[config.mk]
export PLATFORM = sky130hd
export DESIGN_NAME = esc_four_channel_pwm
export DESIGN_NICKNAME = d
export VERILOG_FILES = /design/src/hw/rtl/esc4_pkg.sv /design/src/hw/rtl/esc4_cfg.sv /design/src/hw/rtl/esc4_core.sv /design/src/hw/rtl/esc_four_channel_pwm.sv
export SDC_FILE = /design/constraint.sdc
export NUM_CORES = 1
export LEC_CHECK = 0
export BUFFER_PORTS_ARGS = -buffer_cell sky130_fd_sc_hd__buf_2
export CAP_MARGIN = 20
export CORE_MARGIN = 8
export CORE_UTILIZATION = 56
export DETAILED_ROUTE_END_ITERATION = 8
export GPL_ROUTABILITY_DRIVEN = 0
export HOLD_SLACK_MARGIN = 0.15
export PLACE_DENSITY = 0.76
export SYNTH_ARGS = -nofsm -noshare
export SYNTH_HDL_FRONTEND = slang
export SYNTH_SLANG_ARGS = --single-unit
[constraint.sdc]
create_clock -name clk -period 4.2 [get_ports clk]
set_input_delay 0.21 -clock clk [delete_from_list [all_inputs] [get_ports clk]]
set_output_delay 0.21 -clock clk [all_outputs]
set_load 0.005 [all_outputs]
[src/hw/rtl/esc4_pkg.sv]
// shared types, register codes and constants for the four-channel pwm block
// no dependencies
`default_nettype none

package esc4_pkg;

    localparam int CHANNELS     = 4;
    localparam int LEVEL_FIELDS = 4;
    localparam int CNT_W        = 16;
    localparam int MOTOR_W      = 2;

    localparam logic [CNT_W-1:0] RESET_COMPARE      = 16'd1000;
    localparam logic [CNT_W-1:0] RESET_PRESCALE_TOP = 16'd15;
    localparam logic [CNT_W-1:0] RESET_PERIOD_TOP   = 16'd19999;
    localparam logic [CNT_W-1:0] RESET_MIN_PULSE    = 16'd1000;
    localparam logic [CNT_W-1:0] RESET_MAX_PULSE    = 16'd2000;

    typedef logic [CNT_W-1:0] count_t;

    typedef enum logic [0:0] {
        OP_TICK  = 1'b0,
        OP_WRITE = 1'b1
    } op_t;

    typedef enum logic [1:0] {
        CFG_PRESCALE_TOP = 2'd0,
        CFG_PERIOD_TOP   = 2'd1,
        CFG_MIN_PULSE    = 2'd2,
        CFG_MAX_PULSE    = 2'd3
    } cfg_index_t;

    typedef struct packed {
        count_t prescale_top;
        count_t period_top;
        count_t min_pulse;
        count_t max_pulse;
    } cfg_t;

    typedef struct packed {
        op_t                op;
        logic [MOTOR_W-1:0] motor;
        count_t             pulse_width;
    } in_item_t;

    typedef struct packed {
        logic   level_front_left;
        logic   level_front_right;
        logic   level_back_left;
        logic   level_back_right;
        logic   period_wrapped;
        count_t count_now;
    } out_item_t;

    function automatic count_t clamp_width(count_t w, count_t lo, count_t hi);
        count_t t;
        t = (w < lo) ? lo : w;
        return (t > hi) ? hi : t;
    endfunction

endpackage

`default_nettype wire

[src/hw/rtl/esc4_cfg.sv]
// configuration registers of the pwm block
// depends on esc4_pkg
`default_nettype none

module esc4_cfg (
    input  wire logic                  clk,
    input  wire logic                  rst_n,
    input  wire logic                  cfg_we,
    input  wire esc4_pkg::cfg_index_t  cfg_index,
    input  wire esc4_pkg::count_t      cfg_data,
    output esc4_pkg::cfg_t             cfg
);

    esc4_pkg::cfg_t cfg_reg;
    esc4_pkg::cfg_t cfg_next;

    always_comb
    begin
        cfg_next = cfg_reg;
        if (cfg_we)
        begin
            case (cfg_index)
                esc4_pkg::CFG_PRESCALE_TOP: cfg_next.prescale_top = cfg_data;
                esc4_pkg::CFG_PERIOD_TOP:   cfg_next.period_top   = cfg_data;
                esc4_pkg::CFG_MIN_PULSE:    cfg_next.min_pulse    = cfg_data;
                esc4_pkg::CFG_MAX_PULSE:    cfg_next.max_pulse    = cfg_data;
                default:                    cfg_next = cfg_reg;
            endcase
        end
    end

    always_ff @(posedge clk or negedge rst_n)
    begin
        if (!rst_n)
        begin
            cfg_reg.prescale_top <= esc4_pkg::RESET_PRESCALE_TOP;
            cfg_reg.period_top   <= esc4_pkg::RESET_PERIOD_TOP;
            cfg_reg.min_pulse    <= esc4_pkg::RESET_MIN_PULSE;
            cfg_reg.max_pulse    <= esc4_pkg::RESET_MAX_PULSE;
        end
        else
        begin
            cfg_reg <= cfg_next;
        end
    end

    assign cfg = cfg_reg;

endmodule

`default_nettype wire

[src/hw/rtl/esc4_core.sv]
// timer state, compare registers and per-item result logic
// depends on esc4_pkg
`default_nettype none

module esc4_core (
    input  wire logic               clk,
    input  wire logic               rst_n,
    input  wire logic               step,
    input  wire esc4_pkg::in_item_t item,
    input  wire esc4_pkg::cfg_t     cfg,
    output esc4_pkg::out_item_t     result
);

    esc4_pkg::count_t prescale_count_reg;
    esc4_pkg::count_t prescale_count_next;
    esc4_pkg::count_t period_count_reg;
    esc4_pkg::count_t period_count_next;
    esc4_pkg::count_t pending_reg [esc4_pkg::CHANNELS];
    esc4_pkg::count_t pending_next [esc4_pkg::CHANNELS];
    esc4_pkg::count_t active_reg [esc4_pkg::CHANNELS];
    esc4_pkg::count_t active_next [esc4_pkg::CHANNELS];

    logic                              is_tick;
    logic                              prescale_roll;
    logic                              period_roll;
    logic                              wrapped;
    esc4_pkg::count_t                  clamped;
    logic [esc4_pkg::LEVEL_FIELDS-1:0] level;

    assign is_tick       = (item.op == esc4_pkg::OP_TICK);
    assign prescale_roll = (prescale_count_reg >= cfg.prescale_top);
    assign period_roll   = (period_count_reg >= cfg.period_top);
    assign wrapped       = is_tick && prescale_roll && period_roll;
    assign clamped       = esc4_pkg::clamp_width(item.pulse_width, cfg.min_pulse,
                                                 cfg.max_pulse);

    always_comb
    begin
        prescale_count_next = prescale_count_reg;
        period_count_next   = period_count_reg;
        if (is_tick)
        begin
            if (prescale_roll)
            begin
                prescale_count_next = '0;
                period_count_next   = period_roll ? '0 : period_count_reg + 1'b1;
            end
            else
            begin
                prescale_count_next = prescale_count_reg + 1'b1;
            end
        end
    end

    always_comb
    begin
        for (int k = 0; k < esc4_pkg::CHANNELS; k++)
        begin
            pending_next[k] = pending_reg[k];
            active_next[k]  = wrapped ? pending_reg[k] : active_reg[k];
            if (!is_tick && (32'(item.motor) == k))
            begin
                pending_next[k] = clamped;
            end
        end
    end

    // channels beyond the configured count read low
    for (genvar g = 0; g < esc4_pkg::LEVEL_FIELDS; g++)
    begin : g_level
        if (g < esc4_pkg::CHANNELS)
        begin : g_on
            assign level[g] = (period_count_next < active_next[g]);
        end
        else
        begin : g_off
            assign level[g] = 1'b0;
        end
    end

    always_ff @(posedge clk or negedge rst_n)
    begin
        if (!rst_n)
        begin
            prescale_count_reg <= '0;
            period_count_reg   <= '0;
            for (int k = 0; k < esc4_pkg::CHANNELS; k++)
            begin
                pending_reg[k] <= esc4_pkg::RESET_COMPARE;
                active_reg[k]  <= esc4_pkg::RESET_COMPARE;
            end
        end
        else if (step)
        begin
            prescale_count_reg <= prescale_count_next;
            period_count_reg   <= period_count_next;
            for (int k = 0; k < esc4_pkg::CHANNELS; k++)
            begin
                pending_reg[k] <= pending_next[k];
                active_reg[k]  <= active_next[k];
            end
        end
    end

    always_comb
    begin
        result.level_front_left  = level[0];
        result.level_front_right = level[1];
        result.level_back_left   = level[2];
        result.level_back_right  = level[3];
        result.period_wrapped    = wrapped;
        result.count_now         = period_count_next;
    end

endmodule

`default_nettype wire

[src/hw/rtl/esc_four_channel_pwm.sv]
// top level of the four-channel motor pulse generator
// depends on esc4_pkg, esc4_cfg, esc4_core
`default_nettype none

// Each item is either one timer tick or a pulse-width write for one channel,
// and every item returns one result holding the four channel levels, the
// wrap flag and the period count after that item. Items are taken at one per
// clock while ready is high: an item is held in the input register, passes
// the timer and compare logic, and its result lands in the output register,
// where it is shown until it is taken. The output register lets the next
// item be taken while a result waits; only when both registers are full and
// the result is not taken does ready drop. Configuration registers are
// written through the plain write port and must be changed only while no
// item is in flight.

module esc_four_channel_pwm (
    input  wire logic                  clk,
    input  wire logic                  rst_n,
    input  wire logic                  item_valid,
    output logic                       item_ready,
    input  wire esc4_pkg::in_item_t    item,
    output logic                       result_valid,
    input  wire logic                  result_ready,
    output esc4_pkg::out_item_t        result,
    input  wire logic                  cfg_we,
    input  wire esc4_pkg::cfg_index_t  cfg_index,
    input  wire esc4_pkg::count_t      cfg_data
);

    logic                in_valid_reg;
    logic                in_valid_next;
    esc4_pkg::in_item_t  in_item_reg;
    logic                out_valid_reg;
    logic                out_valid_next;
    esc4_pkg::out_item_t out_item_reg;
    esc4_pkg::out_item_t core_result;
    esc4_pkg::cfg_t      cfg;
    logic                advance;
    logic                take;

    esc4_cfg u_cfg (
        .clk       (clk),
        .rst_n     (rst_n),
        .cfg_we    (cfg_we),
        .cfg_index (cfg_index),
        .cfg_data  (cfg_data),
        .cfg       (cfg)
    );

    esc4_core u_core (
        .clk    (clk),
        .rst_n  (rst_n),
        .step   (advance),
        .item   (in_item_reg),
        .cfg    (cfg),
        .result (core_result)
    );

    assign advance        = in_valid_reg && (!out_valid_reg || result_ready);
    assign item_ready     = !in_valid_reg || advance;
    assign take           = item_valid && item_ready;
    assign in_valid_next  = take || (in_valid_reg && !advance);
    assign out_valid_next = advance || (out_valid_reg && !result_ready);

    always_ff @(posedge clk or negedge rst_n)
    begin
        if (!rst_n)
        begin
            in_valid_reg  <= 1'b0;
            out_valid_reg <= 1'b0;
        end
        else
        begin
            in_valid_reg  <= in_valid_next;
            out_valid_reg <= out_valid_next;
        end
    end

    always_ff @(posedge clk)
    begin
        if (take)
        begin
            in_item_reg <= item;
        end
        if (advance)
        begin
            out_item_reg <= core_result;
        end
    end

    assign result_valid = out_valid_reg;
    assign result       = out_item_reg;

endmodule

`default_nettype wire

# After elaboration in Yosys (flattened, before gate mapping)
# Index checks and enable logic that the tools add are counted.
[op_classes]
add_sub_neg = 2
magnitude_cmp = 8
n_eq_ne = 6
mux = 10
bitwise = 1
n_reduce_logical = 29
[op_table]
columns = ["op", "n"]
rows = [
  ["two-way mux 16 bit", 10],
  ["< comparator 16 bit", 5],
  ["adder 16 x 1 -> 16 bit, second input constant", 2],
  [">= comparator 16 bit", 2],
  ["AND reduction 2 bit", 9],
  ["greater-than comparator 16 bit", 1],
  ["logical AND 1 bit", 10],
  ["equality test 2 bit, second input constant", 4],
  ["equality test 2 x 1 -> 1 bit, second input constant", 2],
  ["logical NOT 1 bit", 4],
  ["logical NOT 2 bit", 2],
  ["logical OR 1 bit", 4],
  ["NOT 1 bit", 1],
]
[totals]
reg_bits = 266
out_inout_bits = 23
wordCells = 81

# Depth between registers and ports, before layout
[depth]
depth_word = 6
depth_mapped = 19

# Hierarchy
# From an unflattened synthesis, not the netlist that was laid out.
[hier_totals]
cells_unflattened = 1331
hier_area_um2 = 14746.6
[modules_own_cells]
columns = ["module", "instances", "cells_per_inst", "area_per_inst_um2", "seq_area_each_um2"]
rows = [
  ["esc4_core", 1, 1147, 10999.3, 4063.9],
  ["esc4_cfg", 1, 136, 2442.3, 1632.8],
  ["esc_four_channel_pwm", 1, 48, 1305.0, 1251.2],
]

# Worst setup path after synthesis
# OpenSTA, ideal clock, no wires.
[synth_timing]
path_type = "flip-flop to flip-flop"
start = "register u_cfg.cfg_reg, in the netlist u_cfg.cfg[25]"
end = "register u_core.pending_reg[12] (netlist name)"
setup_ps = 140
arrival_time_ps = 4035
t_required_ps = 4060
setup_slack_ps = 25
path_stages_with_launch = 18
path_buffers = 3
period_less_slack_ps = 4175
path_cell_list = "dfstp_2 inv_1 ha_1 nand4_1 nor4_2 a21o_1 buf_2 clkbuf_1 a21o_1 ha_1 a21o_1 a21o_1 a211oi_1 or2_2 a31oi_1 buf_2 a211oi_1 o31ai_1"
[synth_via]
elab_chain_len = 4
[synth_lines]
columns = ["element", "line", "text"]
rows = [
  ["start: declaration", "esc4_cfg.sv:14", "esc4_pkg::cfg_t cfg_reg;"],
  ["start signal: assignment", "esc4_cfg.sv:43", "cfg_reg <= cfg_next;"],
  ["< comparator 16 bit", "esc4_pkg.sv:56", "t = (w < lo) ? lo : w;"],
  ["two-way mux 16 bit *", "esc4_pkg.sv:56", ""],
  ["greater-than comparator 16 bit", "esc4_pkg.sv:57", "return (t > hi) ? hi : t;"],
  ["two-way mux 16 bit *", "esc4_pkg.sv:57", ""],
  ["end signal: indexed assignment", "esc4_core.sv:89", "pending_reg[k] <= esc4_pkg::RESET_COMPARE;"],
  ["end signal: indexed assignment", "esc4_core.sv:99", "pending_reg[k] <= pending_next[k];"],
  ["end: declaration", "esc4_core.sv:18", "esc4_pkg::count_t pending_reg [esc4_pkg::CHANNELS];"],
]
# Every way passes the cells marked *; elsewhere a longest branch is shown, timed or not.
# A chain may end at the register's enable or synchronous reset.

==> results.py <==
metrics = {
    "outcome": {
        "status": "finished clean",
    },
    "worst_setup_path": {
        "path_class": "register to register",
        "start_kind": "register",
        "r2r-end": "result[20]$_DFFE_PP_",
        "arrival_ps": 4570,
        "cp_max_fo": 5,
        "ff2ff_path_depth": 17,
        "critPathRequiredTime_ps": 4590,
        "r2r_setup_slack_ps": 20,
        "cp-end-kind": "register",
        "reg2reg_from": "u_cfg.cfg[33]$_DFFE_PN1P_",
        "crit_start": "u_cfg.cfg[33]$_DFFE_PN1P_",
    },
    "die": {
        "pin_count": 65,
        "coreArea_um2": 25300,
        "initial_utilization_pct": 57.1,
        "rows": 58,
        "die_y_um": 176,
        "die_w_um": 176,
        "die_area_um2": 31100,
    },
    "timing": {
        "period_needed_ps": 4180,
        "drv_slew": 0,
        "fmax_mhz": 239,
        "fin_crit_sh_pct": 99.5,
        "finalSetupTns_ps": 0,
        "finalClockSkew_ps": 15.6,
        "setup_viol": 0,
        "worst_slew_pin_slew_ps": 996,
        "rsz0062_at_grt": "true",
        "relSlewSlack_pct": 33.6,
        "hold_viol_final": 0,
    },
    "power": {
        "ir_drop_v": 0.000435,
        "p_per_area_nw_per_um2": 501,
        "total_leakage_power_nw": 8.00,
        "total_power_mw": 8.82,
    },
    "global_routing": {
        "grt_pass1_vias": 11300,
        "antenna_found_initial": 0,
        "grt_overflow": 0,
        "grt_util_all_layers_pct": 24.8,
        "grt_first_pass_wirelength_um": 61800,
        "grt_max_degree": 127,
    },
    "min_path": {
        "hp-class": "input port to register",
        "holdCritStartpoint": "cfg_we",
        "holdPathStages": 4,
        "whs_endpoint": "u_cfg.cfg[61]$_DFFE_PN0P_",
    },
    "routing": {
        "post_drt_wl_per_cell_um": 21.1,
        "totalWireLength_um": 39700,
        "drc": 0,
        "firstDrtPassIters": 6,
        "dr.first_iter.drc_count": 1246,
        "viasPerCell": 6.10,
        "vias": 11400,
        "drtAntennaViolNets": 0,
    },
    "placed_design": {
        "hpwl_um": 26900,
        "placedCellCount": 1761,
        "port_buffers": 64,
        "place_area_um2": 15400,
    },
    "yosys": {
        "yosysUniqueCellTypes": 64,
        "synth-edff-count": 40,
        "async_flop_share_pct": 85.0,
        "yosys.area.top_type": "dfrtp_1",
        "yosysTopAreaCellShare_pct": 26.6,
        "avgSynthCellArea_um2": 10.6,
        "synth.area.top_cells": "dfrtp_1 27%, dfstp_2 13%, ha_1 11%, edfxtp_1 8.3%, nand2_1 4.5%",
        "netlist_instances": 1356,
        "synth_flop_cell": "dfrtp_1",
        "synth_nets": 1523,
        "ys_seq_area_share_pct": 48.2,
        "synth_area_um2": 14400,
        "ys_warn_count": 0,
        "ys_ff_latch": 266,
    },
    "clocking": {
        "cts_tree": "done",
        "path_clk_slew_ps": 60,
        "cts.sinks": 266,
        "clockBufferDepth": 3,
        "htree_num_levels": 1,
        "numCtsBuffers": 28,
        "root_buffer": "clkbuf_16",
        "clock_latency_ps": 550,
    },
    "layout": {
        "stdcell_count": 1878,
        "fin_area_um2": 17600,
        "nets": 1693,
        "area_growth_pct": 22.1,
        "drive_above_1_share_pct": 26.6,
        "antenna_cells": 0,
    },
    "job": {
        "maxCapViolCount": 0,
    },
}
cells in the mapped netlist (4+ instances only):
master,n
nand2_1,173
dfrtp_1,153
ha_1,125
dfstp_2,73
inv_1,70
o31ai_1,69
o21ai_0,68
nor2_1,66
mux2i_1,62
mux2_2,53
o21ai_1,50
a21o_1,47
clkbuf_1,45
edfxtp_1,40
a21oi_1,34
a211oi_1,33
nand4_1,32
nand3_1,20
xor2_1,14
a31oi_1,13
and3_1,13
a211oi_2,7
nand2b_1,7
or3_1,7
o21a_1,6
and2_1,5
and4_1,5
buf_6,5
buf_2,4
xnor2_1,4
kinds of logic (layout without fill, tap and decap cells):
logic type               after synthesis  in the layout  synth area share [%]
buffers and inverters                128            320                  3.73
AO/OA/AOI/OAI                        354            354                  16.5
adder cells (fa/ha/maj)              125            125                  10.9
multiplexers                         115            115                  8.45
AND/OR/NAND/NOR                      350            350                  11.2
XOR/XNOR                              18             18                  1.09
flip-flops                           266            266                  48.2
critical path, stage by stage (launching register included):
cell and delay [ps]:
dfstp_2 530, inv_1 70, ha_1 310, a2111o_1 460
a32oi_4 280, and2_4 190, o211ai_1 90, buf_4 190
or3_4 400, nand2_8 110, ha_1 260, a21o_1 170
a21o_1 190, a21oi_2 200, o21ai_1 150, a21oi_2 170
o21ai_2 90, a21oi_1 160
power breakdown:
part           switching, mW  internal, mW
combinational           1.44          1.06
clock                   1.04          1.59
sequential             0.423          3.27
layout make-up:
type | instances | area, µm²
clock inverter | 10 | 143
sequential | 266 | 6950
clock buffer | 42 | 855
fill | 1798 | 7660
timing repair buffer | 197 | 1540
inverter | 71 | 267
multi-input combinational | 962 | 7430
tap | 330 | 413
per-stage QoR:
| step | setup WS, ps | util (%) | hold WS, ps |
|---|---|---|---|
| after floorplan | 24.8 | - | -85.6 |
| final | 21.0 | 69.7 | 186 |
| after global placement | -128 | 61.2 | 382 |
| after CTS | 16.1 | 67.4 | 151 |
| after detailed placement | -210 | 61.2 | 387 |
| after global routing | -52.6 | 69.7 | 204 |
placed cells by master, fill, tap and decap left out, types with 7 or more instances in the layout:
cell,netlist,layout
a211oi_1,33,20
clkbuf_8,0,8
nand2_1,173,170
nand2b_1,7,7
edfxtp_1,40,40
mux2i_4,0,13
mux2i_2,0,7
a21o_1,47,46
dlygate4sd3_1,0,44
ha_1,125,119
buf_4,1,80
a31oi_1,13,13
inv_1,70,68
buf_2,4,63
nand3_1,20,19
o31ai_1,69,67
dfstp_2,73,73
and3_1,13,13
nor2_1,66,64
a21oi_1,34,27
dfrtp_1,153,153
mux2_2,53,53
mux2i_1,62,42
clkbuf_16,0,29
o21ai_0,68,61
xor2_1,14,14
a21oi_2,0,7
a211oi_2,7,20
nand4_1,32,32
o21ai_1,50,56
timing repair:
action | in CTS | in global routing
endpoints found under the setup margin | 3 | 68
endpoints found under the hold margin | 161 | 2
hold buffers | 43 | 1
cloned | 2 | 0
buffers inserted | 3 | 15
resized for setup | 19 | 83
pin swaps | 3 | 28
worst max path at each step:
stage	end	slack (ps)	cells after the start
after floorplan	u_core.pending_reg[12]$_DFFE_PN0P_	20	17
after global placement	result[20]$_DFFE_PP_	-130	16
after detailed placement	result[20]$_DFFE_PP_	-210	16
after CTS	result[17]$_DFFE_PP_	20	17
after global routing	result[19]$_DFFE_PP_	-50	17
final	result[20]$_DFFE_PP_	20	17
routing by layer:
| metal | wire, µm | track usage (%) |
|---|---|---|
| met1 | 17100 | 34.4 |
| met2 | 18000 | 38.5 |
| met3 | 2930 | 3.85 |
| met4 | 1610 | 10.1 |
| met5 | 0 | 0 |
(Power assumes the default switching activity.)
